--- src/design/tmsn_pkg.sv ---
// ----------------------------------------------------------------------------
// Trimmed mean sensor normalizer package
// Shared widths, payload structs, control structs, state codes and helpers.
// ----------------------------------------------------------------------------
package tmsn_pkg;

    localparam int SAMPLE_BITS  = 12;
    localparam int CFG_BITS     = 12;
    localparam int LEVEL_BITS   = 8;
    localparam int QUOT_BITS    = 8;
    localparam int CHANNELS     = 5;
    localparam int ROUNDS_DEF   = 5;
    localparam int LEVEL_SPAN   = 100;
    localparam int LEVEL_MAX    = 155;
    localparam int CFG_IDX_BITS = 3;

    typedef logic [SAMPLE_BITS-1:0]  sample_t;
    typedef logic [CFG_BITS-1:0]     cfg_word_t;
    typedef logic [LEVEL_BITS-1:0]   level_t;
    typedef logic [CFG_IDX_BITS-1:0] cfg_index_t;

    typedef sample_t [CHANNELS-1:0]   tmsn_round_t;
    typedef level_t [CHANNELS-1:0]    level_vec_t;
    typedef cfg_word_t [CHANNELS-1:0] floor_vec_t;

    localparam cfg_word_t FULL_SCALE_RESET = cfg_word_t'(4095);

    localparam cfg_index_t REG_FULL_SCALE       = cfg_index_t'(0);
    localparam cfg_index_t REG_FAR_RIGHT_FLOOR  = cfg_index_t'(1);
    localparam cfg_index_t REG_NEAR_RIGHT_FLOOR = cfg_index_t'(2);
    localparam cfg_index_t REG_MIDDLE_FLOOR     = cfg_index_t'(3);
    localparam cfg_index_t REG_NEAR_LEFT_FLOOR  = cfg_index_t'(4);
    localparam cfg_index_t REG_FAR_LEFT_FLOOR   = cfg_index_t'(5);

    typedef struct packed {
        sample_t far_right_raw;
        sample_t near_right_raw;
        sample_t middle_raw;
        sample_t near_left_raw;
        sample_t far_left_raw;
    } tmsn_in_t;

    typedef struct packed {
        level_t far_right_level;
        level_t near_right_level;
        level_t middle_level;
        level_t near_left_level;
        level_t far_left_level;
    } tmsn_out_t;

    typedef struct packed {
        logic fill;
        logic rotate;
    } tmsn_cell_ctrl_t;

    typedef struct packed {
        logic scan;
        logic scan_first;
        logic prep_span;
        logic prep_num;
        logic divide;
    } tmsn_lane_ctrl_t;

    typedef enum logic [2:0] {
        ST_COLLECT,
        ST_SCAN,
        ST_PREP_SPAN,
        ST_PREP_NUM,
        ST_DIVIDE,
        ST_DONE
    } tmsn_state_t;

    function automatic tmsn_round_t round_from_in(input tmsn_in_t d);
        tmsn_round_t r;
        r[0] = d.far_right_raw;
        r[1] = d.near_right_raw;
        r[2] = d.middle_raw;
        r[3] = d.near_left_raw;
        r[4] = d.far_left_raw;
        return r;
    endfunction

    function automatic tmsn_out_t out_from_levels(input level_vec_t lv);
        tmsn_out_t o;
        o.far_right_level  = lv[0];
        o.near_right_level = lv[1];
        o.middle_level     = lv[2];
        o.near_left_level  = lv[3];
        o.far_left_level   = lv[4];
        return o;
    endfunction

endpackage

--- src/design/tmsn_cell.sv ---
// ----------------------------------------------------------------------------
// Round cell
// Holds one round of readings; loads a new round or the neighbor's round.
// ----------------------------------------------------------------------------
module tmsn_cell (
    input  logic                      aclk,
    input  tmsn_pkg::tmsn_cell_ctrl_t ctrl,
    input  tmsn_pkg::tmsn_round_t     fill_in,
    input  tmsn_pkg::tmsn_round_t     ring_in,
    output tmsn_pkg::tmsn_round_t     round_q
);
    import tmsn_pkg::*;

    tmsn_round_t round_reg;
    tmsn_round_t round_next;

    always_comb begin
        round_next = round_reg;
        if (ctrl.fill) begin
            round_next = fill_in;
        end else if (ctrl.rotate) begin
            round_next = ring_in;
        end
    end

    always_ff @(posedge aclk) begin
        round_reg <= round_next;
    end

    assign round_q = round_reg;

endmodule

--- src/design/tmsn_lane.sv ---
// ----------------------------------------------------------------------------
// Channel lane
// Gathers sum, minimum and maximum of one channel as the rounds pass by,
// then forms the scaled numerator and runs a restoring divide.
// ----------------------------------------------------------------------------
module tmsn_lane #(
    parameter int ROUNDS = tmsn_pkg::ROUNDS_DEF
) (
    input  logic                      aclk,
    input  tmsn_pkg::tmsn_lane_ctrl_t ctrl,
    input  tmsn_pkg::sample_t         sample,
    input  tmsn_pkg::cfg_word_t       full_scale,
    input  tmsn_pkg::cfg_word_t       floor_value,
    output tmsn_pkg::level_t          level
);
    import tmsn_pkg::*;

    localparam int M      = ROUNDS - 2;
    localparam int M_BITS = $clog2(M + 1);
    localparam int SUM_W  = SAMPLE_BITS + $clog2(ROUNDS);
    localparam int MFS_W  = CFG_BITS + M_BITS;
    localparam int DIFF_W = (SUM_W > MFS_W) ? SUM_W : MFS_W;
    localparam int NUM_W  = DIFF_W + 7;
    localparam int DIV_W  = MFS_W;

    logic [SUM_W-1:0]     sum_reg, sum_next;
    sample_t              min_reg, min_next;
    sample_t              max_reg, max_next;
    logic [DIFF_W-1:0]    trim_reg, trim_next;
    logic [DIFF_W-1:0]    mfs_reg, mfs_next;
    logic [DIV_W-1:0]     div_reg, div_next;
    logic                 degen_reg, degen_next;
    logic                 zero_reg, zero_next;
    logic                 sat_reg, sat_next;
    logic [NUM_W-1:0]     rem_reg, rem_next;
    logic [NUM_W-1:0]     div_sh_reg, div_sh_next;
    logic [QUOT_BITS-1:0] quot_reg, quot_next;

    cfg_word_t            span;
    logic [NUM_W-1:0]     num_prod;
    logic [NUM_W:0]       sat_limit;

    assign span      = full_scale - floor_value;
    assign num_prod  = NUM_W'(mfs_reg - trim_reg) * NUM_W'(LEVEL_SPAN);
    assign sat_limit = (NUM_W + 1)'(div_reg) * (NUM_W + 1)'(LEVEL_MAX + 1);

    always_comb begin
        sum_next    = sum_reg;
        min_next    = min_reg;
        max_next    = max_reg;
        trim_next   = trim_reg;
        mfs_next    = mfs_reg;
        div_next    = div_reg;
        degen_next  = degen_reg;
        zero_next   = zero_reg;
        sat_next    = sat_reg;
        rem_next    = rem_reg;
        div_sh_next = div_sh_reg;
        quot_next   = quot_reg;
        if (ctrl.scan) begin
            if (ctrl.scan_first) begin
                sum_next = SUM_W'(sample);
                min_next = sample;
                max_next = sample;
            end else begin
                sum_next = sum_reg + SUM_W'(sample);
                if (sample < min_reg) begin
                    min_next = sample;
                end
                if (sample > max_reg) begin
                    max_next = sample;
                end
            end
        end
        if (ctrl.prep_span) begin
            trim_next  = DIFF_W'(sum_reg - SUM_W'(min_reg) - SUM_W'(max_reg));
            mfs_next   = DIFF_W'(MFS_W'(full_scale) * MFS_W'(M));
            div_next   = DIV_W'(span) * DIV_W'(M);
            degen_next = (full_scale <= floor_value);
        end
        if (ctrl.prep_num) begin
            zero_next   = degen_reg || (trim_reg > mfs_reg);
            rem_next    = num_prod;
            sat_next    = ({1'b0, num_prod} >= sat_limit);
            div_sh_next = NUM_W'(div_reg) << (QUOT_BITS - 1);
            quot_next   = '0;
        end
        if (ctrl.divide) begin
            if (rem_reg >= div_sh_reg) begin
                rem_next  = rem_reg - div_sh_reg;
                quot_next = {quot_reg[QUOT_BITS-2:0], 1'b1};
            end else begin
                quot_next = {quot_reg[QUOT_BITS-2:0], 1'b0};
            end
            div_sh_next = div_sh_reg >> 1;
        end
    end

    always_ff @(posedge aclk) begin
        sum_reg    <= sum_next;
        min_reg    <= min_next;
        max_reg    <= max_next;
        trim_reg   <= trim_next;
        mfs_reg    <= mfs_next;
        div_reg    <= div_next;
        degen_reg  <= degen_next;
        zero_reg   <= zero_next;
        sat_reg    <= sat_next;
        rem_reg    <= rem_next;
        div_sh_reg <= div_sh_next;
        quot_reg   <= quot_next;
    end

    assign level = zero_reg ? '0 :
                   sat_reg  ? LEVEL_BITS'(LEVEL_MAX) : LEVEL_BITS'(quot_reg);

endmodule

--- src/design/trimmed_mean_sensor_normalizer_top.sv ---
// ----------------------------------------------------------------------------
// Sequence: a round that does not complete a batch is simply stored.
// The round that completes a batch starts the reduction: ROUNDS rotate steps,
// two setup steps, eight divide steps and one output load; the next round is
// taken in the cycle after the load, or later on stall.
// No new round is taken until the batch result is loaded.
// Reset: control state clears, configuration takes its defaults, cells do not.
// ----------------------------------------------------------------------------
// Trimmed mean sensor normalizer
// Collects rounds of five readings in a chain of cells and emits, per batch,
// each channel's trimmed mean mapped to a level between 0 and 155.
// ----------------------------------------------------------------------------
module trimmed_mean_sensor_normalizer_top #(
    parameter int ROUNDS = tmsn_pkg::ROUNDS_DEF
) (
    input  logic                   aclk,
    input  logic                   aresetn,
    input  logic                   s_valid,
    output logic                   s_ready,
    input  tmsn_pkg::tmsn_in_t     s_data,
    output logic                   m_valid,
    input  logic                   m_ready,
    output tmsn_pkg::tmsn_out_t    m_data,
    input  logic                   cfg_valid,
    output logic                   cfg_ready,
    input  tmsn_pkg::cfg_index_t   cfg_index,
    input  tmsn_pkg::cfg_word_t    cfg_data
);
    import tmsn_pkg::*;

    localparam int RC_W   = $clog2(ROUNDS);
    localparam int STEP_W = $clog2((ROUNDS > QUOT_BITS) ? ROUNDS : QUOT_BITS);

    tmsn_state_t       state_reg, state_next;
    logic [RC_W-1:0]   round_reg, round_next;
    logic [STEP_W-1:0] step_reg, step_next;
    logic              m_valid_reg, m_valid_next;
    tmsn_out_t         m_data_reg;
    cfg_word_t         full_scale_reg;
    floor_vec_t        floor_reg;

    tmsn_cell_ctrl_t   cell_ctrl;
    tmsn_lane_ctrl_t   lane_ctrl;
    logic              load_out;
    logic              s_fire;
    tmsn_round_t       s_round;
    tmsn_round_t       cell_q [ROUNDS];
    level_vec_t        lane_level;

    assign s_fire    = s_valid && s_ready;
    assign s_round   = round_from_in(s_data);
    assign cfg_ready = 1'b1;

    always_ff @(posedge aclk) begin
        if (!aresetn) begin
            full_scale_reg <= FULL_SCALE_RESET;
            floor_reg      <= '0;
        end else if (cfg_valid && cfg_ready) begin
            case (cfg_index)
                REG_FULL_SCALE:       full_scale_reg <= cfg_data;
                REG_FAR_RIGHT_FLOOR:  floor_reg[0]   <= cfg_data;
                REG_NEAR_RIGHT_FLOOR: floor_reg[1]   <= cfg_data;
                REG_MIDDLE_FLOOR:     floor_reg[2]   <= cfg_data;
                REG_NEAR_LEFT_FLOOR:  floor_reg[3]   <= cfg_data;
                REG_FAR_LEFT_FLOOR:   floor_reg[4]   <= cfg_data;
                default: begin
                end
            endcase
        end
    end

    always_ff @(posedge aclk) begin
        if (!aresetn) begin
            state_reg   <= ST_COLLECT;
            round_reg   <= '0;
            step_reg    <= '0;
            m_valid_reg <= 1'b0;
        end else begin
            state_reg   <= state_next;
            round_reg   <= round_next;
            step_reg    <= step_next;
            m_valid_reg <= m_valid_next;
        end
    end

    always_comb begin
        state_next   = state_reg;
        round_next   = round_reg;
        step_next    = step_reg;
        s_ready      = 1'b0;
        load_out     = 1'b0;
        cell_ctrl    = '0;
        lane_ctrl    = '0;
        case (state_reg)
            ST_COLLECT: begin
                s_ready = 1'b1;
                if (s_valid) begin
                    cell_ctrl.fill = 1'b1;
                    if (round_reg == RC_W'(ROUNDS - 1)) begin
                        round_next = '0;
                        step_next  = '0;
                        state_next = ST_SCAN;
                    end else begin
                        round_next = round_reg + 1'b1;
                    end
                end
            end
            ST_SCAN: begin
                cell_ctrl.rotate     = 1'b1;
                lane_ctrl.scan       = 1'b1;
                lane_ctrl.scan_first = (step_reg == '0);
                step_next            = step_reg + 1'b1;
                if (step_reg == STEP_W'(ROUNDS - 1)) begin
                    state_next = ST_PREP_SPAN;
                end
            end
            ST_PREP_SPAN: begin
                lane_ctrl.prep_span = 1'b1;
                state_next          = ST_PREP_NUM;
            end
            ST_PREP_NUM: begin
                lane_ctrl.prep_num = 1'b1;
                step_next          = '0;
                state_next         = ST_DIVIDE;
            end
            ST_DIVIDE: begin
                lane_ctrl.divide = 1'b1;
                step_next        = step_reg + 1'b1;
                if (step_reg == STEP_W'(QUOT_BITS - 1)) begin
                    state_next = ST_DONE;
                end
            end
            ST_DONE: begin
                if (!m_valid_reg || m_ready) begin
                    load_out   = 1'b1;
                    state_next = ST_COLLECT;
                end
            end
            default: begin
                state_next = ST_COLLECT;
            end
        endcase
    end

    always_comb begin
        m_valid_next = m_valid_reg;
        if (load_out) begin
            m_valid_next = 1'b1;
        end else if (m_valid_reg && m_ready) begin
            m_valid_next = 1'b0;
        end
    end

    always_ff @(posedge aclk) begin
        if (load_out) begin
            m_data_reg <= out_from_levels(lane_level);
        end
    end

    assign m_valid = m_valid_reg;
    assign m_data  = m_data_reg;

    genvar k;
    generate
        for (k = 0; k < ROUNDS; k++) begin : g_cell
            if (k == 0) begin : g_head
                tmsn_cell u_cell (
                    .aclk    (aclk),
                    .ctrl    (cell_ctrl),
                    .fill_in (s_round),
                    .ring_in (cell_q[ROUNDS-1]),
                    .round_q (cell_q[k])
                );
            end else begin : g_body
                tmsn_cell u_cell (
                    .aclk    (aclk),
                    .ctrl    (cell_ctrl),
                    .fill_in (cell_q[k-1]),
                    .ring_in (cell_q[k-1]),
                    .round_q (cell_q[k])
                );
            end
        end
        for (k = 0; k < CHANNELS; k++) begin : g_lane
            tmsn_lane #(
                .ROUNDS (ROUNDS)
            ) u_lane (
                .aclk        (aclk),
                .ctrl        (lane_ctrl),
                .sample      (cell_q[ROUNDS-1][k]),
                .full_scale  (full_scale_reg),
                .floor_value (floor_reg[k]),
                .level       (lane_level[k])
            );
        end
    endgenerate

`ifndef SYNTH
    a_last_round_scans: assert property (@(posedge aclk) disable iff (!aresetn)
        (s_fire && round_reg == RC_W'(ROUNDS - 1)) |=> (state_reg == ST_SCAN))
        else $error("final round transfer did not start the scan");

    a_divide_ends: assert property (@(posedge aclk) disable iff (!aresetn)
        (state_reg == ST_DIVIDE && step_reg == STEP_W'(QUOT_BITS - 1))
        |=> (state_reg == ST_DONE))
        else $error("divide did not end after the last quotient bit");

    a_result_from_done: assert property (@(posedge aclk) disable iff (!aresetn)
        $rose(m_valid) |-> $past(state_reg == ST_DONE))
        else $error("result appeared without a finished batch");
`endif

endmodule
--- config.mk ---
export PLATFORM = sky130hd
export DESIGN_NAME = trimmed_mean_sensor_normalizer_top
export DESIGN_NICKNAME = d
export VERILOG_FILES = /design/src/design/tmsn_pkg.sv /design/src/design/tmsn_cell.sv /design/src/design/tmsn_lane.sv /design/src/design/trimmed_mean_sensor_normalizer_top.sv
export SDC_FILE = /design/constraint.sdc
export NUM_CORES = 2
export LEC_CHECK = 0
export CORE_UTILIZATION = 61
export CTS_BUF_LIST = sky130_fd_sc_hd__clkbuf_2
export DETAILED_ROUTE_END_ITERATION = 16
export DONT_BUFFER_PORTS = 1
export GPL_ROUTABILITY_DRIVEN = 1
export MAX_ROUTING_LAYER = met4
export PLACE_DENSITY = 0.8
export SLEW_MARGIN = 20
export SYNTH_ARGS = -nofsm -noshare
export SYNTH_HDL_FRONTEND = slang
export SYNTH_SLANG_ARGS = --single-unit
--- constraint.sdc ---
create_clock -name aclk -period 14.3 [get_ports aclk]
set_clock_uncertainty 0.2 [all_clocks]
set_input_delay 0 -clock aclk [delete_from_list [all_inputs] [get_ports aclk]]
set_output_delay 0 -clock aclk [all_outputs]
set_load 0.005 [all_outputs]
==> impl_metrics.json <==
{
  "path_clk_slew_ns": 0.11,
  "hold_class": "flip-flop to flip-flop",
  "yosys.cell_types.count": 84,
  "power_density_nw_per_um2": 115,
  "grt_overflow": 0,
  "vias_per_cell": 5.77,
  "die_w_um": 358,
  "worstPathMaxFanout": 6,
  "wl_per_cell_um": 19.1,
  "dp_slack_ns": 6.88,
  "grt_max_degree": 88,
  "slew_violations": 0,
  "fmax_mhz": 133,
  "hold_viol_final": 0,
  "area_delta_synth_final_pct": 10.7,
  "multi_input_area_um2": 43200,
  "setup_slack_ns": 6.76,
  "min-delay-start": "g_cell[2].g_body.u_cell.round_q[17]$_DFFE_PP_",
  "portBuffers": 0,
  "clock-sinks": 1046,
  "drive_gt1_frac": 0.0644,
  "worstPathRequired_ns": 15.36,
  "largest_register_ffs": 240,
  "synthXorXnorAreaFrac": 0.0544,
  "power.leakage_nw": 38.5,
  "drt_iter0_markers": 4218,
  "cts-root-buf": "clkbuf_2",
  "clk_latency_ns": 1.64,
  "maxSlewHeadroom": 0.254,
  "synth_area_per_cell_um2": 9.98,
  "finalPower_mw": 9.83,
  "drc": 0,
  "tightest_slew_ns": 1.12,
  "status": "completed",
  "finalNetCount": 9737,
  "ys_async_sr_fraction": 0,
  "synthCells": 7737,
  "top_layer_used": "met4",
  "peakVddDrop_mv": 0.167,
  "synth_seq_cells": 1046,
  "start_util": 0.615,
  "dr_wl_met2_mm": 93.9,
  "die_y_um": 358,
  "track_usage": 0.315,
  "setup-violations-final": 0,
  "antenna_found_initial": 3,
  "drt-met1-wl_mm": 80.6,
  "rsz0062_at_grt": "no",
  "clock_path_buffers": 4,
  "drv_cap": 0,
  "yosysWarnings": 0,
  "seq_area_um2": 29500,
  "synth_area_um2": 77200,
  "cts_tree": "yes",
  "synth-compound-area-share": 0.131,
  "muxShareOfSynthArea": 0.0101,
  "grt_pass1_wl_mm": 310,
  "yosys.area_share.simple": 0.119,
  "grt_pass1_vias": 59800,
  "synthAdderAreaFrac": 0.243,
  "hold_depth": 0,
  "crit_type": "flip-flop to flip-flop",
  "start_kind": "flip-flop",
  "whs_endpoint": "g_cell[3].g_body.u_cell.round_q[17]$_DFFE_PP_",
  "period_needed_ns": 7.54,
  "arrival_ns": 8.60,
  "gp_congestion": 0.935,
  "cts.htree.levels": 5,
  "met3_length_mm": 12.2,
  "syn_nets": 9151,
  "rows": 130,
  "ys_seq_area_frac": 0.382,
  "core_area_um2": 126000,
  "rr_worst_depth": 27,
  "synth_edf_count": 854,
  "firstDrtPassIters": 6,
  "stdcell_count": 10200,
  "io_pins": 123,
  "dr_total_vias": 58700,
  "dp_cells": 9303,
  "post-route-period-util": 0.527,
  "cts_made_buffers": 295,
  "yosys_most_used_dff": "edfxtp_1",
  "rrSetupSlack_ns": 6.76,
  "postCtsSetupRepairBufs": 0,
  "r2r-end": "g_lane[2].u_lane.sat_reg$_DFFE_PN_",
  "place.detailed.hpwl_mm": 137,
  "ant_nets": 0,
  "synth_top_family_by_area": "adder cells",
  "crit_path_end_kind": "flip-flop",
  "r2r_start": "g_lane[2].u_lane.mfs_reg[1]$_DFFE_PP_",
  "fillers": 9343,
  "drt_wl_total_mm": 194,
  "fp.dieArea_um2": 128000,
  "setup-tns-final_ns": 0
}
worst max path at each step:
stage,startpoint,endpoint,slack (ns)
2_1_floorplan,state_reg[1]$_SDFFE_PN0P_,g_lane[0].u_lane.degen_reg$_DFFE_PP_,0.77
3_3_place_gp,g_lane[2].u_lane.mfs_reg[1]$_DFFE_PP_,g_lane[2].u_lane.sat_reg$_DFFE_PN_,6.84
3_5_place_dp,g_lane[2].u_lane.mfs_reg[1]$_DFFE_PP_,g_lane[2].u_lane.sat_reg$_DFFE_PN_,6.88
4_1_cts,g_lane[2].u_lane.mfs_reg[1]$_DFFE_PP_,g_lane[2].u_lane.sat_reg$_DFFE_PN_,6.82
5_1_grt,g_lane[2].u_lane.mfs_reg[1]$_DFFE_PP_,g_lane[2].u_lane.sat_reg$_DFFE_PN_,6.13
6_report,g_lane[2].u_lane.mfs_reg[1]$_DFFE_PP_,g_lane[2].u_lane.sat_reg$_DFFE_PN_,6.76
what timing repair did:
action                                 in CTS  in global routing
endpoints found under the hold margin     395                  0
resized for setup                           0                  0
hold buffers                              371                  0
cells in the final DEF (no fill, tap or decap), types with 276 or more instances in the layout:
| master | count |
|---|---|
| inv_1 | 1104 |
| ha_1 | 1058 |
| edfxtp_1 | 854 |
| nand2_1 | 710 |
| nor2_1 | 518 |
| a21oi_1 | 411 |
| clkbuf_2 | 410 |
| o21ai_0 | 373 |
| dlygate4sd3_1 | 369 |
| xnor2_1 | 297 |
| fa_1 | 276 |
where the power goes:
part	leakage (nW)	switching, mW	internal (mW)
Sequential	9.52	0.266	3.97
Clock	1.94	1.36	0.842
Combinational	27.0	1.98	1.42
worst max-delay path: stages (launching register included):
cell and delay, ns:
edfxtp_1 0.54, inv_1 0.28, fa_1 0.51, nor2b_1 0.14
o21ai_0 0.11, a21boi_0 0.27, o21ai_0 0.19, nor2b_1 0.18
xnor2_1 0.31, ha_1 0.31, ha_1 0.28, inv_1 0.05
fa_1 0.49, inv_1 0.04, ha_1 0.32, o21ai_0 0.22
a21boi_0 0.14, a21boi_0 0.16, o21a_1 0.21, o21a_1 0.19
o41ai_1 0.53, mux2i_1 0.18, or2_2 0.32, ha_1 0.29
nand4_1 0.14, nor3_1 0.09, a2111oi_0 0.40, o221ai_1 0.18
stage by stage:
step           utilization  area, um^2  hold WS (ns)
2_1_floorplan            -       77200       -0.0760
3_3_place_gp         0.630       79100        -0.105
3_5_place_dp         0.630       79200        -0.103
4_1_cts              0.680       85400        0.0564
5_1_grt              0.681       85500         0.188
6_report             0.681       85500         0.180
cell usage after synthesis, drive strengths merged (23+ instances only):
master | number | area share
inv | 1106 | 0.054
a21oi | 413 | 0.027
and3 | 34 | 0.0028
and2 | 76 | 0.0062
a21o | 188 | 0.018
o21ai | 381 | 0.025
clkbuf | 106 | 0.0052
nand2b | 89 | 0.0072
o21bai | 33 | 0.0032
nor3 | 128 | 0.0083
fa | 276 | 0.072
dfxtp | 192 | 0.050
o211ai | 41 | 0.0040
a2111oi | 24 | 0.0032
or3 | 57 | 0.0046
a21boi | 115 | 0.011
xor2 | 182 | 0.021
a211oi | 54 | 0.0053
o21a | 88 | 0.0086
ha | 1058 | 0.17
nand2 | 712 | 0.035
nand4 | 53 | 0.0043
nor2 | 524 | 0.025
or2 | 23 | 0.0019
xnor2 | 298 | 0.034
nand3 | 121 | 0.0078
a31oi | 53 | 0.0044
nor2b | 136 | 0.011
edfxtp | 854 | 0.33
mux2i | 69 | 0.0089
layout make-up:
cell class,count,share of cell area
Timing Repair Buffer,406,0.0473
Tap cell,1650,0.0241
Clock buffer,410,0.0240
Multi-Input combinational cell,5468,0.505
Antenna cell,4,0.000117
Inverter,1106,0.0486
Sequential cell,1046,0.345
Clock inverter,91,0.00543
metal layers:
metal / up-vias / track usage
li1: 28200 / -
met1: 28000 / 0.382
met3: 538 / 0.0532
met5: - / -
met4: 0 / 0.131
met2: 2020 / 0.521
cells by family (layout without fill, tap and decap cells):
group                    Yosys count  count (layout)
AND/OR/NAND/NOR                 2005            2005
adder cells (fa/ha/maj)         1334            1334
other                              1               5
multiplexers                      77              77
XOR/XNOR                         480             480
flip-flops                      1046            1046
buffers and inverters           1223            2013
AO/OA/AOI/OAI                   1571            1571
No activity file was read; power rests on OpenSTA's default activity.
